==> src/rtl/srctok_pkg.sv <==
`timescale 1ns / 1ps
`default_nettype none

package srctok_pkg;

  // Byte offset counter width; lexeme fields are always 16 bits wide.
  localparam int OFFSET_WIDTH = 16;
  localparam int LEX_W        = 16;
  localparam int KIND_W       = 6;
  localparam int PREFIX_DEPTH = 6;
  localparam int PREFIX_IDX_W = 3;
  localparam int NUM_KW       = 10;
  localparam int Q_DEPTH      = 4;
  localparam int Q_PTR_W      = $clog2(Q_DEPTH);
  localparam int Q_CNT_W      = $clog2(Q_DEPTH + 1);

  localparam logic [LEX_W-1:0] LEN_MAX = {LEX_W{1'b1}};

  // Token kinds
  localparam logic [KIND_W-1:0] K_COMMA         = 6'd0;
  localparam logic [KIND_W-1:0] K_PERIOD        = 6'd1;
  localparam logic [KIND_W-1:0] K_COLON         = 6'd2;
  localparam logic [KIND_W-1:0] K_SEMICOLON     = 6'd3;
  localparam logic [KIND_W-1:0] K_L_PAREN       = 6'd4;
  localparam logic [KIND_W-1:0] K_R_PAREN       = 6'd5;
  localparam logic [KIND_W-1:0] K_L_BRACKET     = 6'd6;
  localparam logic [KIND_W-1:0] K_R_BRACKET     = 6'd7;
  localparam logic [KIND_W-1:0] K_L_CURLY       = 6'd8;
  localparam logic [KIND_W-1:0] K_R_CURLY       = 6'd9;
  localparam logic [KIND_W-1:0] K_NOT_EQUAL     = 6'd10;
  localparam logic [KIND_W-1:0] K_BANG          = 6'd11;
  localparam logic [KIND_W-1:0] K_QUESTION_MARK = 6'd12;
  localparam logic [KIND_W-1:0] K_EQUAL         = 6'd13;
  localparam logic [KIND_W-1:0] K_ASSIGN        = 6'd14;
  localparam logic [KIND_W-1:0] K_MINUS         = 6'd15;
  localparam logic [KIND_W-1:0] K_PLUS          = 6'd16;
  localparam logic [KIND_W-1:0] K_ASTERISK      = 6'd17;
  localparam logic [KIND_W-1:0] K_GT            = 6'd18;
  localparam logic [KIND_W-1:0] K_LT            = 6'd19;
  localparam logic [KIND_W-1:0] K_STRING        = 6'd20;
  localparam logic [KIND_W-1:0] K_EOF           = 6'd21;
  localparam logic [KIND_W-1:0] K_INT           = 6'd22;
  localparam logic [KIND_W-1:0] K_ILLEGAL       = 6'd23;
  localparam logic [KIND_W-1:0] K_FIRST_KEYWORD = 6'd24;
  localparam logic [KIND_W-1:0] K_IDENT         = 6'd34;

  // Character codes
  localparam logic [7:0] CH_NUL   = 8'h00;
  localparam logic [7:0] CH_TAB   = 8'h09;
  localparam logic [7:0] CH_LF    = 8'h0A;
  localparam logic [7:0] CH_CR    = 8'h0D;
  localparam logic [7:0] CH_SPACE = 8'h20;
  localparam logic [7:0] CH_BANG  = 8'h21;
  localparam logic [7:0] CH_QUOTE = 8'h22;
  localparam logic [7:0] CH_EQ    = 8'h3D;

  typedef enum logic [2:0] {
    MODE_IDLE = 3'd0,
    MODE_WORD = 3'd1,
    MODE_NUM  = 3'd2,
    MODE_STR  = 3'd3,
    MODE_BANG = 3'd4,
    MODE_EQ   = 3'd5
  } scan_mode_t;

  typedef struct packed {
    logic              is_zero;
    logic              is_space;
    logic              is_letter;
    logic              is_digit;
    logic              is_bang;
    logic              is_eq;
    logic              is_quote;
    logic              punct_hit;
    logic [KIND_W-1:0] punct_kind;
  } byte_class_t;

  typedef struct packed {
    logic [KIND_W-1:0] kind;
    logic [LEX_W-1:0]  start;
    logic [LEX_W-1:0]  length;
    logic              last;
  } token_t;

  typedef struct packed {
    logic [1:0] cnt;
    token_t     tok0;
    token_t     tok1;
  } push_t;

  typedef logic [PREFIX_DEPTH-1:0][7:0] prefix_t;

  // Keyword text, byte j of entry i at kw_text(i)[j]; unused bytes are zero.
  function automatic prefix_t kw_text(input int unsigned idx);
    prefix_t t;
    t = '0;
    case (idx)
      0: t[2:0] = {8'h74, 8'h65, 8'h6C};                             // let
      1: t[5:0] = {8'h6E, 8'h72, 8'h75, 8'h74, 8'h65, 8'h72};         // return
      2: t[1:0] = {8'h6E, 8'h66};                                    // fn
      3: t[4:0] = {8'h74, 8'h73, 8'h6E, 8'h6F, 8'h63};               // const
      4: t[2:0] = {8'h65, 8'h73, 8'h75};                             // use
      5: t[3:0] = {8'h65, 8'h75, 8'h72, 8'h74};                      // true
      6: t[4:0] = {8'h65, 8'h73, 8'h6C, 8'h61, 8'h66};               // false
      7: t[2:0] = {8'h74, 8'h6E, 8'h69};                             // int
      8: t[5:0] = {8'h67, 8'h6E, 8'h69, 8'h72, 8'h74, 8'h73};         // string
      9: t[3:0] = {8'h6C, 8'h6F, 8'h6F, 8'h62};                      // bool
      default: t = '0;
    endcase
    return t;
  endfunction

  function automatic logic [2:0] kw_len(input int unsigned idx);
    logic [2:0] l;
    case (idx)
      0: l = 3'd3;
      1: l = 3'd6;
      2: l = 3'd2;
      3: l = 3'd5;
      4: l = 3'd3;
      5: l = 3'd4;
      6: l = 3'd5;
      7: l = 3'd3;
      8: l = 3'd6;
      9: l = 3'd4;
      default: l = 3'd0;
    endcase
    return l;
  endfunction

  // Exact keyword match over the stored word prefix; anything else is IDENT.
  function automatic logic [KIND_W-1:0] word_kind(input prefix_t pfx,
                                                  input logic [LEX_W-1:0] len);
    logic [KIND_W-1:0] k;
    logic              hit;
    prefix_t           t;
    logic [2:0]        l;
    k = K_IDENT;
    for (int i = NUM_KW - 1; i >= 0; i--) begin
      t   = kw_text(i);
      l   = kw_len(i);
      hit = (len == LEX_W'(l));
      for (int j = 0; j < PREFIX_DEPTH; j++) begin
        if (j < int'(l) && pfx[j] != t[j]) begin
          hit = 1'b0;
        end
      end
      if (hit) begin
        k = K_FIRST_KEYWORD + KIND_W'(i);
      end
    end
    return k;
  endfunction

  function automatic logic [LEX_W-1:0] sat_inc(input logic [LEX_W-1:0] v);
    return (v == LEN_MAX) ? v : v + LEX_W'(1);
  endfunction

endpackage

`default_nettype wire

==> src/rtl/srctok_class.sv <==
`timescale 1ns / 1ps
`default_nettype none

module srctok_class (
  input  wire logic [7:0]              ch,
  output srctok_pkg::byte_class_t      cls
);

  always_comb begin
    cls            = '0;
    cls.is_zero    = (ch == srctok_pkg::CH_NUL);
    cls.is_space   = (ch == srctok_pkg::CH_SPACE) || (ch == srctok_pkg::CH_TAB) ||
                     (ch == srctok_pkg::CH_CR) || (ch == srctok_pkg::CH_LF);
    cls.is_letter  = (ch >= 8'h61 && ch <= 8'h7A) || (ch >= 8'h41 && ch <= 8'h5A) ||
                     (ch == 8'h5F);
    cls.is_digit   = (ch >= 8'h30 && ch <= 8'h39);
    cls.is_bang    = (ch == srctok_pkg::CH_BANG);
    cls.is_eq      = (ch == srctok_pkg::CH_EQ);
    cls.is_quote   = (ch == srctok_pkg::CH_QUOTE);
    cls.punct_hit  = 1'b1;
    case (ch)
      8'h2C:   cls.punct_kind = srctok_pkg::K_COMMA;
      8'h2E:   cls.punct_kind = srctok_pkg::K_PERIOD;
      8'h3A:   cls.punct_kind = srctok_pkg::K_COLON;
      8'h3B:   cls.punct_kind = srctok_pkg::K_SEMICOLON;
      8'h28:   cls.punct_kind = srctok_pkg::K_L_PAREN;
      8'h29:   cls.punct_kind = srctok_pkg::K_R_PAREN;
      8'h5B:   cls.punct_kind = srctok_pkg::K_L_BRACKET;
      8'h5D:   cls.punct_kind = srctok_pkg::K_R_BRACKET;
      8'h7B:   cls.punct_kind = srctok_pkg::K_L_CURLY;
      8'h7D:   cls.punct_kind = srctok_pkg::K_R_CURLY;
      8'h3F:   cls.punct_kind = srctok_pkg::K_QUESTION_MARK;
      8'h2D:   cls.punct_kind = srctok_pkg::K_MINUS;
      8'h2B:   cls.punct_kind = srctok_pkg::K_PLUS;
      8'h2A:   cls.punct_kind = srctok_pkg::K_ASTERISK;
      8'h3E:   cls.punct_kind = srctok_pkg::K_GT;
      8'h3C:   cls.punct_kind = srctok_pkg::K_LT;
      default: begin
        cls.punct_hit  = 1'b0;
        cls.punct_kind = srctok_pkg::K_ILLEGAL;
      end
    endcase
  end

endmodule

`default_nettype wire

==> src/rtl/srctok_scan.sv <==
`timescale 1ns / 1ps
`default_nettype none

module srctok_scan (
  input  wire logic                    clk,
  input  wire logic                    rst_n,
  input  wire logic                    acc,
  input  wire logic [7:0]              ch,
  input  wire srctok_pkg::byte_class_t cls,
  output srctok_pkg::push_t            push
);

  localparam int OW = srctok_pkg::OFFSET_WIDTH;
  localparam int LW = srctok_pkg::LEX_W;

  srctok_pkg::scan_mode_t mode_r, mode_nxt;
  logic [OW-1:0]          off_r, off_nxt;
  logic [OW-1:0]          start_r, start_nxt;
  logic [LW-1:0]          len_r, len_nxt;
  srctok_pkg::prefix_t    pfx_r;

  logic                                 redo;
  logic                                 pfx_we;
  logic [srctok_pkg::PREFIX_IDX_W-1:0]  pfx_idx;
  logic                                 pend_v, idle_v;
  srctok_pkg::token_t                   pend_t, idle_t;

  // Pending token closed by this byte, after which the byte starts fresh.
  always_comb begin
    case (mode_r)
      srctok_pkg::MODE_WORD: redo = !cls.is_letter;
      srctok_pkg::MODE_NUM:  redo = !cls.is_digit;
      srctok_pkg::MODE_STR:  redo = cls.is_zero;
      srctok_pkg::MODE_BANG,
      srctok_pkg::MODE_EQ:   redo = !cls.is_eq;
      default:               redo = 1'b1;
    endcase
  end

  // Next mode
  always_comb begin
    mode_nxt = mode_r;
    if (acc) begin
      if (redo) begin
        if (cls.is_zero || cls.is_space || cls.punct_hit) begin
          mode_nxt = srctok_pkg::MODE_IDLE;
        end else if (cls.is_bang) begin
          mode_nxt = srctok_pkg::MODE_BANG;
        end else if (cls.is_eq) begin
          mode_nxt = srctok_pkg::MODE_EQ;
        end else if (cls.is_quote) begin
          mode_nxt = srctok_pkg::MODE_STR;
        end else if (cls.is_letter) begin
          mode_nxt = srctok_pkg::MODE_WORD;
        end else if (cls.is_digit) begin
          mode_nxt = srctok_pkg::MODE_NUM;
        end else begin
          mode_nxt = srctok_pkg::MODE_IDLE;
        end
      end else begin
        case (mode_r)
          srctok_pkg::MODE_STR:  mode_nxt = cls.is_quote ? srctok_pkg::MODE_IDLE : mode_r;
          srctok_pkg::MODE_BANG,
          srctok_pkg::MODE_EQ:   mode_nxt = srctok_pkg::MODE_IDLE;
          default:               mode_nxt = mode_r;
        endcase
      end
    end
  end

  // Results and datapath updates
  always_comb begin
    off_nxt   = off_r;
    start_nxt = start_r;
    len_nxt   = len_r;
    pfx_we    = 1'b0;
    pfx_idx   = '0;
    pend_v    = 1'b0;
    pend_t    = '0;
    idle_v    = 1'b0;
    idle_t    = '0;

    pend_t.start  = LW'(start_r);
    pend_t.length = len_r;

    case (mode_r)
      srctok_pkg::MODE_WORD: begin
        if (cls.is_letter) begin
          if (len_r < LW'(srctok_pkg::PREFIX_DEPTH)) begin
            pfx_we  = 1'b1;
            pfx_idx = len_r[srctok_pkg::PREFIX_IDX_W-1:0];
          end
          len_nxt = srctok_pkg::sat_inc(len_r);
        end else begin
          pend_v      = 1'b1;
          pend_t.kind = srctok_pkg::word_kind(pfx_r, len_r);
        end
      end
      srctok_pkg::MODE_NUM: begin
        if (cls.is_digit) begin
          len_nxt = srctok_pkg::sat_inc(len_r);
        end else begin
          pend_v      = 1'b1;
          pend_t.kind = srctok_pkg::K_INT;
        end
      end
      srctok_pkg::MODE_STR: begin
        if (cls.is_quote || cls.is_zero) begin
          pend_v      = 1'b1;
          pend_t.kind = srctok_pkg::K_STRING;
        end else begin
          len_nxt = srctok_pkg::sat_inc(len_r);
        end
      end
      srctok_pkg::MODE_BANG,
      srctok_pkg::MODE_EQ: begin
        pend_v = 1'b1;
        if (cls.is_eq) begin
          pend_t.kind   = (mode_r == srctok_pkg::MODE_BANG) ? srctok_pkg::K_NOT_EQUAL
                                                           : srctok_pkg::K_EQUAL;
          pend_t.length = LW'(2);
        end else begin
          pend_t.kind   = (mode_r == srctok_pkg::MODE_BANG) ? srctok_pkg::K_BANG
                                                           : srctok_pkg::K_ASSIGN;
          pend_t.length = LW'(1);
        end
      end
      default: ;
    endcase

    // Handle the byte as if no token were open
    if (redo) begin
      idle_t.start  = LW'(off_r);
      idle_t.length = LW'(1);
      if (cls.is_space) begin
        idle_v = 1'b0;
      end else if (cls.is_zero) begin
        idle_v        = 1'b1;
        idle_t.kind   = srctok_pkg::K_EOF;
        idle_t.length = '0;
      end else if (cls.punct_hit) begin
        idle_v      = 1'b1;
        idle_t.kind = cls.punct_kind;
      end else begin
        start_nxt = off_r;
        len_nxt   = LW'(1);
        if (cls.is_quote) begin
          start_nxt = off_r + OW'(1);
          len_nxt   = '0;
        end else if (cls.is_letter) begin
          pfx_we  = 1'b1;
          pfx_idx = '0;
        end else if (!cls.is_bang && !cls.is_eq && !cls.is_digit) begin
          len_nxt     = '0;
          idle_v      = 1'b1;
          idle_t.kind = srctok_pkg::K_ILLEGAL;
        end
      end
    end

    // End marker returns everything to the reset state
    if (cls.is_zero) begin
      off_nxt   = '0;
      start_nxt = '0;
      len_nxt   = '0;
    end else begin
      off_nxt = off_r + OW'(1);
    end

    pend_t.last = !idle_v;
    idle_t.last = 1'b1;

    push.cnt  = {1'b0, pend_v} + {1'b0, idle_v};
    push.tok0 = pend_v ? pend_t : idle_t;
    push.tok1 = idle_t;
    if (!acc) begin
      push.cnt = '0;
    end
  end

  always_ff @(posedge clk) begin
    if (!rst_n) begin
      mode_r  <= srctok_pkg::MODE_IDLE;
      off_r   <= '0;
      start_r <= '0;
      len_r   <= '0;
    end else begin
      mode_r <= mode_nxt;
      if (acc) begin
        off_r   <= off_nxt;
        start_r <= start_nxt;
        len_r   <= len_nxt;
      end
    end
  end

  // Word prefix holds no reset: only entries written by the current word are compared.
  always_ff @(posedge clk) begin
    if (acc && pfx_we) begin
      pfx_r[pfx_idx] <= ch;
    end
  end

endmodule

`default_nettype wire

==> src/rtl/srctok_queue.sv <==
`timescale 1ns / 1ps
`default_nettype none

module srctok_queue (
  input  wire logic               clk,
  input  wire logic               rst_n,
  input  wire srctok_pkg::push_t  push,
  output logic                    room,
  output logic                    out_valid,
  input  wire logic               out_ready,
  output srctok_pkg::token_t      out_tok
);

  localparam int PW = srctok_pkg::Q_PTR_W;
  localparam int CW = srctok_pkg::Q_CNT_W;

  srctok_pkg::token_t mem_r [srctok_pkg::Q_DEPTH];
  logic [PW-1:0]      wp_r, wp_nxt;
  logic [PW-1:0]      rp_r, rp_nxt;
  logic [CW-1:0]      cnt_r, cnt_nxt;
  logic               pop;

  assign pop       = out_valid && out_ready;
  assign out_valid = (cnt_r != '0);
  assign out_tok   = mem_r[rp_r];
  // Keep room for the two beats a single byte can produce.
  assign room      = (cnt_r <= CW'(srctok_pkg::Q_DEPTH - 2));

  always_comb begin
    wp_nxt  = wp_r + PW'(push.cnt);
    rp_nxt  = rp_r + PW'(pop);
    cnt_nxt = cnt_r + CW'(push.cnt) - CW'(pop);
  end

  always_ff @(posedge clk) begin
    if (!rst_n) begin
      wp_r  <= '0;
      rp_r  <= '0;
      cnt_r <= '0;
    end else begin
      wp_r  <= wp_nxt;
      rp_r  <= rp_nxt;
      cnt_r <= cnt_nxt;
    end
  end

  always_ff @(posedge clk) begin
    if (push.cnt != 2'd0) begin
      mem_r[wp_r] <= push.tok0;
    end
    if (push.cnt == 2'd2) begin
      mem_r[wp_r + PW'(1)] <= push.tok1;
    end
  end

endmodule

`default_nettype wire

==> src/rtl/source_tokenizer.sv <==
`timescale 1ns / 1ps
`default_nettype none

// Channel   Direction  Beat                                          Handshake
// in_       input      in_byte (8b source character, 0 = end)         in_valid / in_ready
// out_      output     out_token_kind, out_lexeme_start,              out_valid / out_ready
//                      out_lexeme_length, out_last_of_run
//
// One byte is taken per cycle; the scanner state updates in the cycle the byte is
// accepted and its tokens (zero, one or two) land in a four-entry result queue.
// A byte that closes a pending token and also forms one itself yields two beats,
// so sustained input rate is one byte per cycle as long as the consumer keeps up.
// in_ready drops while the queue holds more than two beats; out_ready low only
// fills the queue. Synchronous active-low reset clears the scanner and the queue.
// The end marker emits EOF and returns the scanner to its reset state.

module source_tokenizer (
  input  wire logic        clk,
  input  wire logic        rst_n,
  input  wire logic        in_valid,
  output logic             in_ready,
  input  wire logic [7:0]  in_byte,
  output logic             out_valid,
  input  wire logic        out_ready,
  output logic [5:0]       out_token_kind,
  output logic [15:0]      out_lexeme_start,
  output logic [15:0]      out_lexeme_length,
  output logic             out_last_of_run
);

  srctok_pkg::byte_class_t cls;
  srctok_pkg::push_t       push;
  srctok_pkg::token_t      tok;
  logic                    room;
  logic                    acc;

  // Accept a byte only while the queue can hold both beats it may cause.
  assign in_ready = room;
  assign acc      = in_valid && room;

  srctok_class u_class (
    .ch  (in_byte),
    .cls (cls)
  );

  srctok_scan u_scan (
    .clk   (clk),
    .rst_n (rst_n),
    .acc   (acc),
    .ch    (in_byte),
    .cls   (cls),
    .push  (push)
  );

  srctok_queue u_queue (
    .clk       (clk),
    .rst_n     (rst_n),
    .push      (push),
    .room      (room),
    .out_valid (out_valid),
    .out_ready (out_ready),
    .out_tok   (tok)
  );

  assign out_token_kind    = tok.kind;
  assign out_lexeme_start  = tok.start;
  assign out_lexeme_length = tok.length;
  assign out_last_of_run   = tok.last;

endmodule

`default_nettype wire

==> config.mk <==
export PLATFORM = sky130hd
export DESIGN_NAME = source_tokenizer
export DESIGN_NICKNAME = d
export VERILOG_FILES = /design/src/rtl/srctok_pkg.sv /design/src/rtl/srctok_class.sv /design/src/rtl/srctok_scan.sv /design/src/rtl/srctok_queue.sv /design/src/rtl/source_tokenizer.sv
export SDC_FILE = /design/constraint.sdc
export NUM_CORES = 1
export LEC_CHECK = 0
export BUFFER_PORTS_ARGS = -buffer_cell sky130_fd_sc_hd__buf_2
export CAP_MARGIN = 20
export CORE_ASPECT_RATIO = 1.4
export CORE_MARGIN = 2
export CORE_UTILIZATION = 56
export DETAILED_ROUTE_END_ITERATION = 16
export PLACE_DENSITY = 0.76
export SYNTH_ARGS = -nofsm -noshare
export SYNTH_HDL_FRONTEND = slang
export SYNTH_SLANG_ARGS = --single-unit
==> constraint.sdc <==
create_clock -name clk -period 3.7 [get_ports clk]
set_input_delay 0.37 -clock clk [delete_from_list [all_inputs] [get_ports clk]]
set_output_delay 0.37 -clock clk [all_outputs]
set_load 0.05 [all_outputs]
==> reports/metrics.yaml, run 1 <==
timing:
  grt_setup_unrepaired: "false"
  fin_crit_sh_pct: 98.4
  finalCriticalPeriod_ns: 3.64
  fin_hold_ws_ns: 0.110
  setup_ws_ns: 0.0588
  worst_pin_slew_ns: 1.01
  hold_viol: 0
  finalSetupViolations: 0
  fmax_mhz: 275
  finClkSkew_ns: 0.0106
  slew_headroom_pct: 32.7
  maxSlewViolCount: 0
worst_hold_path:
  hp-start: "in_byte[4]"
  worstHoldPathType: "in2reg"
  min_to: "u_scan.pfx_r[12]"
  min_path_cells: 1
placement:
  dpl.hpwl_mm: 26.2
  port-buffer-count: 52
  post-place-cells: 1558
  gp_congestion: 0.913
  post-place-ws_ns: -0.0933
logic_synthesis:
  syn_inst: 1220
  yosysWarnings: 0
  synth_area_per_cell_sq_um: 11.0
  syn-num-nets: 1245
  synth.distinct_cells: 82
  synth_edf_count: 136
  synth.cell_area_sq_um: 13400
  synthFlopType: "edfxtp_1"
  ys_seq_area_share_pct: 49.3
  async_reset_ff_share_pct: 0
  synth_seq_cells: 262
pwr:
  p_sw_mw: 2.71
  power.leakage_nw: 5.13
  seq_power_share_pct: 42.6
  p_sw_share_pct: 33.6
  power.internal_mw: 5.36
  vdd_drop_max_mv: 0.486
  power.density_nw_per_um2: 531
  clkPwrFrac_pct: 32.1
  p_comb_share_pct: 25.4
drt:
  drt_iter0_drc: 1006
  routedWlPerCell_microns: 24.2
  drc: 0
  vias: 11200
  dr.pass1.iters: 5
  wl_mm: 38.8
  vias_per_cell: 6.99
  postRouteAntennaNets: 0
floorplan:
  die_h_microns: 187
  start_util_pct: 56.5
  die_area_sq_um: 25200
  core_area_sq_um: 23700
  ios: 53
  row_count: 67
  die_w_microns: 135
critical_path:
  cp.required_ns: 4.10
  worstSetupStartpoint: "u_scan.mode_r[1]"
  rr_worst_depth: 11
  start_kind: "register"
  regToRegEndpoint: "u_queue.mem_r[0][28]"
  cp_max_fo: 16
  worstPathArrival_ns: 4.04
  reg2reg_slack_ns: 0.06
  cp-end-kind: "register"
  critPathKind: "reg2reg"
  timing.rr.start: "u_scan.mode_r[1]"
grt:
  antenna_found_initial: 0
  grt_pass1_wl_mm: 60.9
  grt_usage_pct: 30.7
  grt_max_degree: 65
  grt_pass1_vias: 11200
  grt-ovfl-total: 0
clocking:
  h-tree-depth: 1
  root_buffer: "clkbuf_16"
  ctsResizeCount: 0
  numCtsBuffers: 25
  cts_buffer_depth: 3
  clk_latency_ns: 0.54
  cts.sinks: 262
  cts_tree: "built"
  clk_pin_slew_ns: 0.07
  ctsHoldBuffers: 0
  post_cts_buffers: 0
run:
  drv_cap: 0
final_layout:
  final_common_cell: "edfxtp_1"
  nNetsFinal: 1302
  syn2layout_area_growth_pct: 13.4
  final-instance-count-excl-fill: 1606
  final_core_util_pct: 64.1
  antenna_cells: 0
  drive_gt1_share_pct: 20.8
  layout_common_cells: "edfxtp_1, dfxtp_1, a32o_1, buf_4, nor2_1"
run_status:
  status: "finished, final reports clean"
logic make-up after synthesis:
kind of cell	synth area share, %
simple gates	17.9
compound gates	20.1
flops	49.3
buf+inv	3.99
mux	6.70
fa+ha+maj	1.27
xor+xnor	0.784
sequential cells by signal, summed over array words and instances (netlist names):
| name | flops |
|---|---|
| u_queue.rp_r | 2 |
| u_scan.pfx_r | 48 |
| u_scan.mode_r | 3 |
| u_queue.wp_r | 2 |
| u_queue.mem_r | 156 |
| u_queue.cnt_r | 3 |
| u_scan.len_r | 16 |
| u_scan.start_r | 16 |
| u_scan.off_r | 16 |
routing by layer:
metal / wire, microns / track usage (%) / up-vias
met1: 14200 / 36.8 / 5520
met2: 20000 / 53.8 / 595
met3: 2820 / 3.85 / 113
met4: 1800 / 15.1 / 0
li1: - / - / 4991
met5: 0 / 0 / -
layout make-up:
type	instances	area (sq um)
Fill cell	1768	8520
Clock buffer	35	714
Inverter	17	71.3
Tap cell	310	388
Timing Repair Buffer	145	1000
Clock inverter	11	113
Multi-Input combinational cell	826	6310
Sequential cell	262	6610
synth_stat cells, drive strengths merged, types with 5 or more instances:
library cell	count	area, sq um
nor2	87	327
nand4	20	125
and4b	6	60.1
and2	13	81.3
a21o	9	67.6
ha	12	150
nor2b	16	100
or3	15	93.8
and3b	7	61.3
xnor2	8	70.1
and4	7	61.3
a32o	120	1200
nand3	40	200
dfxtp	126	2520
or2	8	50.1
nand2	64	240
nand2b	11	68.8
a22o	9	78.8
o31ai	7	52.6
o21ai	53	288
and3	22	138
nand4b	10	87.6
a21oi	43	219
inv	17	63.8
buf	36	174
mux4	39	878
nor4	13	81.3
a22oi	8	60.1
nor3	40	210
nor4bb	9	90.1
nor3b	6	61.3
a211oi	15	113
o22ai	19	119
nor4b	11	96.3
edfxtp	136	4080
a32oi	5	43.8
a31oi	7	43.8
or4	11	90.1
clkbuf	79	298
power groups by stage:
stage          combinational (mW)  sequential (mW)  clock (mW)
2_1_floorplan                1.53             3.38           0
3_3_place_gp                 2.01             3.49           0
4_1_cts                      2.04             3.43        2.61
3_5_place_dp                 2.03             3.49           0
5_1_grt                      2.16             3.46        2.72
6_report                     2.05             3.44        2.59
worst max path at each step:
stage	endpoint
after floorplan	u_queue.cnt_r[2]
after global placement	u_queue.mem_r[1][0]
after detailed placement	u_queue.mem_r[1][0]
after CTS	u_queue.mem_r[2][25]
after global routing	u_queue.mem_r[3][0]
final	u_queue.mem_r[0][28]
stage by stage:
stage	TNS (ns)	power (mW)	area [sq um]
3_3_place_gp	-0.833	5.49	14400
4_1_cts	0	8.07	15200
5_1_grt	0	8.33	15200
3_5_place_dp	-3.47	5.52	14400
2_1_floorplan	0	4.90	13500
6_report	0	8.07	15200
worst max-delay path: stages (launching register included):
cell and delay (ns):
dfxtp_1 0.44, nor3b_1 0.34, nor3b_1 0.33, nor3_1 0.13, o21ai_2 0.19, nor2_2 0.05, ha_1 0.38, buf_4 0.15
o21ai_2 0.09, or3_1 0.37, o21ai_2 0.75, a32o_1 0.29
No activity file was read; power rests on OpenSTA's default activity.
==> inputs of run 2 (changes only) <==
--- a/config.mk
+++ b/config.mk
@@ -9,9 +9,9 @@
 export CAP_MARGIN = 20
 export CORE_ASPECT_RATIO = 1.4
 export CORE_MARGIN = 2
-export CORE_UTILIZATION = 56
+export CORE_UTILIZATION = 48
 export DETAILED_ROUTE_END_ITERATION = 16
-export PLACE_DENSITY = 0.76
+export PLACE_DENSITY = 0.67
 export SYNTH_ARGS = -nofsm -noshare
 export SYNTH_HDL_FRONTEND = slang
 export SYNTH_SLANG_ARGS = --single-unit
==> run 2 against run 1 <==
Compared with the run above:
- critical path depth fell by 1
- power rose by 0.27%
- cell area barely moved
- register-to-register slack improved by 0.27 ns
- setup slack improved by 0.27 ns
- largest cell class unchanged
- critical endpoint is now u_queue.mem_r[0][19]
- count of clock-buffer cells in the layout rose by 4
==> reports/metrics.yaml, run 2 (synthesis gave the netlist of run 1 again) <==
clocking:
  cts.sinks: 262
  clk_pin_slew_ns: 0.06
  clk_latency_ns: 0.56
  numCtsBuffers: 27
  cts_buffer_depth: 3
  post_cts_buffers: 0
  h-tree-depth: 1
  ctsResizeCount: 0
  root_buffer: "clkbuf_16"
  ctsHoldBuffers: 0
  cts_tree: "built"
floorplan:
  die_area_sq_um: 29300
  die_h_microns: 202
  core_area_sq_um: 27600
  start_util_pct: 48.6
  row_count: 72
  die_w_microns: 145
  ios: 53
critical_path:
  regToRegEndpoint: "u_queue.mem_r[0][19]"
  reg2reg_slack_ns: 0.33
  crit_top_cell: "o21ai_2"
  cp-end-kind: "register"
  cp_max_fo: 16
  crit_slowest_cell: "o21ai_2"
  critPathKind: "reg2reg"
  crit_path_max_incr_delay_ns: 0.72
  worst-path-buf-inv: 0
  start_kind: "register"
  cp.required_ns: 4.10
  timing.rr.start: "u_scan.mode_r[0]"
  path_cells: "nor3b_1 -> nor3b_1 -> nor3_1 -> o21ai_2 -> nor2_2 -> ha_1 -> o21ai_2 -> or3_1 -> o21ai_2 -> a32o_1"
  worstPathArrival_ns: 3.77
  crit_family: "compound AO/OA/AOI/OAI gates"
  rr_worst_depth: 10
pwr:
  power.density_nw_per_um2: 532
  power.leakage_nw: 5.05
  power.total_mw: 8.10
  vdd_drop_max_mv: 0.488
final_layout:
  final_core_util_pct: 55.2
  layout_common_cells: "edfxtp_1, dfxtp_1, a32o_1, nor2_1, buf_4"
  largest_register_ffs: 156
  reg.largest.list: "u_queue.mem_r x156, u_scan.pfx_r x48"
  regMostFlops: "u_queue.mem_r"
  drive_gt1_share_pct: 19.6
  final-instance-count-excl-fill: 1656
  fill_cells: 2453
  nNetsFinal: 1291
  final_common_cell: "edfxtp_1"
  syn2layout_area_growth_pct: 13.4
  antenna_cells: 0
timing:
  finalCriticalPeriod_ns: 3.37
  finalSetupViolations: 0
  fin_tns_setup_ns: 0
  worst_pin_slew_ns: 0.947
  slew_headroom_pct: 36.9
  hold_viol: 0
  grt_setup_unrepaired: "false"
  fin_crit_sh_pct: 91.1
  maxSlewViolCount: 0
  finClkSkew_ns: 0.0264
  setup_ws_ns: 0.328
  fmax_mhz: 297
worst_hold_path:
  min_path_cells: 1
  worstHoldPathType: "in2reg"
  hp-start: "in_byte[5]"
  min_to: "u_scan.pfx_r[5]"
drt:
  postRouteAntennaNets: 0
  vias: 11000
  routed.top_layer: "met4"
  dr_wl_met2_mm: 19.0
  routedLengthMet1_mm: 15.7
  drt_iter0_drc: 998
  drc: 0
  vias_per_cell: 6.62
  dr.pass1.iters: 5
  routed-wl-met3_mm: 2.55
  routedWlPerCell_microns: 23.1
  wl_mm: 38.3
placement:
  gp_congestion: 0.892
  post-place-cells: 1607
  dpl.hpwl_mm: 25.7
  port-buffer-count: 52
  post-place-ws_ns: 0.104
grt:
  grt_pass1_vias: 10500
  grt_max_degree: 65
  grt_usage_pct: 25.8
  antenna_found_initial: 0
  grt-ovfl-total: 0
  grt_pass1_wl_mm: 60.2
run_status:
  status: "finished, final reports clean"
run:
  drv_cap: 0
## run 2: cell types whose count changed in the layout (fill, tap and decap cells not counted), sizes merged
cell,change
buf,-13
clkbuf,+4
inv,-2
bufinv,+1
clkinv,-1
clkinvlp,+1
## run 2: final cells by class
| cell class | count | area (sq um) | share of cell area, % |
|---|---|---|---|
| Timing Repair Buffer | 132 | 911 | 5.99 |
| Sequential cell | 262 | 6610 | 43.5 |
| Clock buffer | 39 | 741 | 4.87 |
| Clock inverter | 10 | 101 | 0.667 |
| Tap cell | 370 | 463 | 3.04 |
| Multi-Input combinational cell | 826 | 6310 | 41.5 |
| Inverter | 17 | 71.3 | 0.469 |
## run 2: worst max-delay path by stage
stage,startpoint,end,cells after the start
6_report,u_scan.mode_r[0],u_queue.mem_r[0][19],10
3_5_place_dp,in_byte[2],u_queue.cnt_r[2],18
5_1_grt,u_scan.mode_r[2],u_queue.mem_r[1][31],11
3_3_place_gp,in_byte[5],u_queue.cnt_r[2],18
2_1_floorplan,in_byte[2],u_queue.cnt_r[2],19
4_1_cts,u_scan.mode_r[0],u_queue.mem_r[0][19],10
## run 2: where the power goes
group / total (mW) / switching [mW] / leakage, nW / internal (mW)
clock: 2.66 / 1.14 / 0.406 / 1.52
combinational: 2.00 / 1.33 / 2.39 / 0.672
sequential: 3.44 / 0.189 / 2.25 / 3.25
total: 8.10 / 2.65 / 5.05 / 5.44
## run 2: metrics by stage
stage,cell area [sq um],hold WS [ns]
floorplan,13500,0.431
global placement,14400,0.440
detailed placement,14400,0.449
CTS,15200,0.122
global route,15200,0.143
finish,15200,0.130
## run 2: per-layer routing
layer | track usage (%) | vias to the layer above
met5 | 0 | -
met2 | 44.0 | 450
met3 | 3.13 | 70
met4 | 8.68 | 0
met1 | 34.4 | 5461
li1 | - | 4974
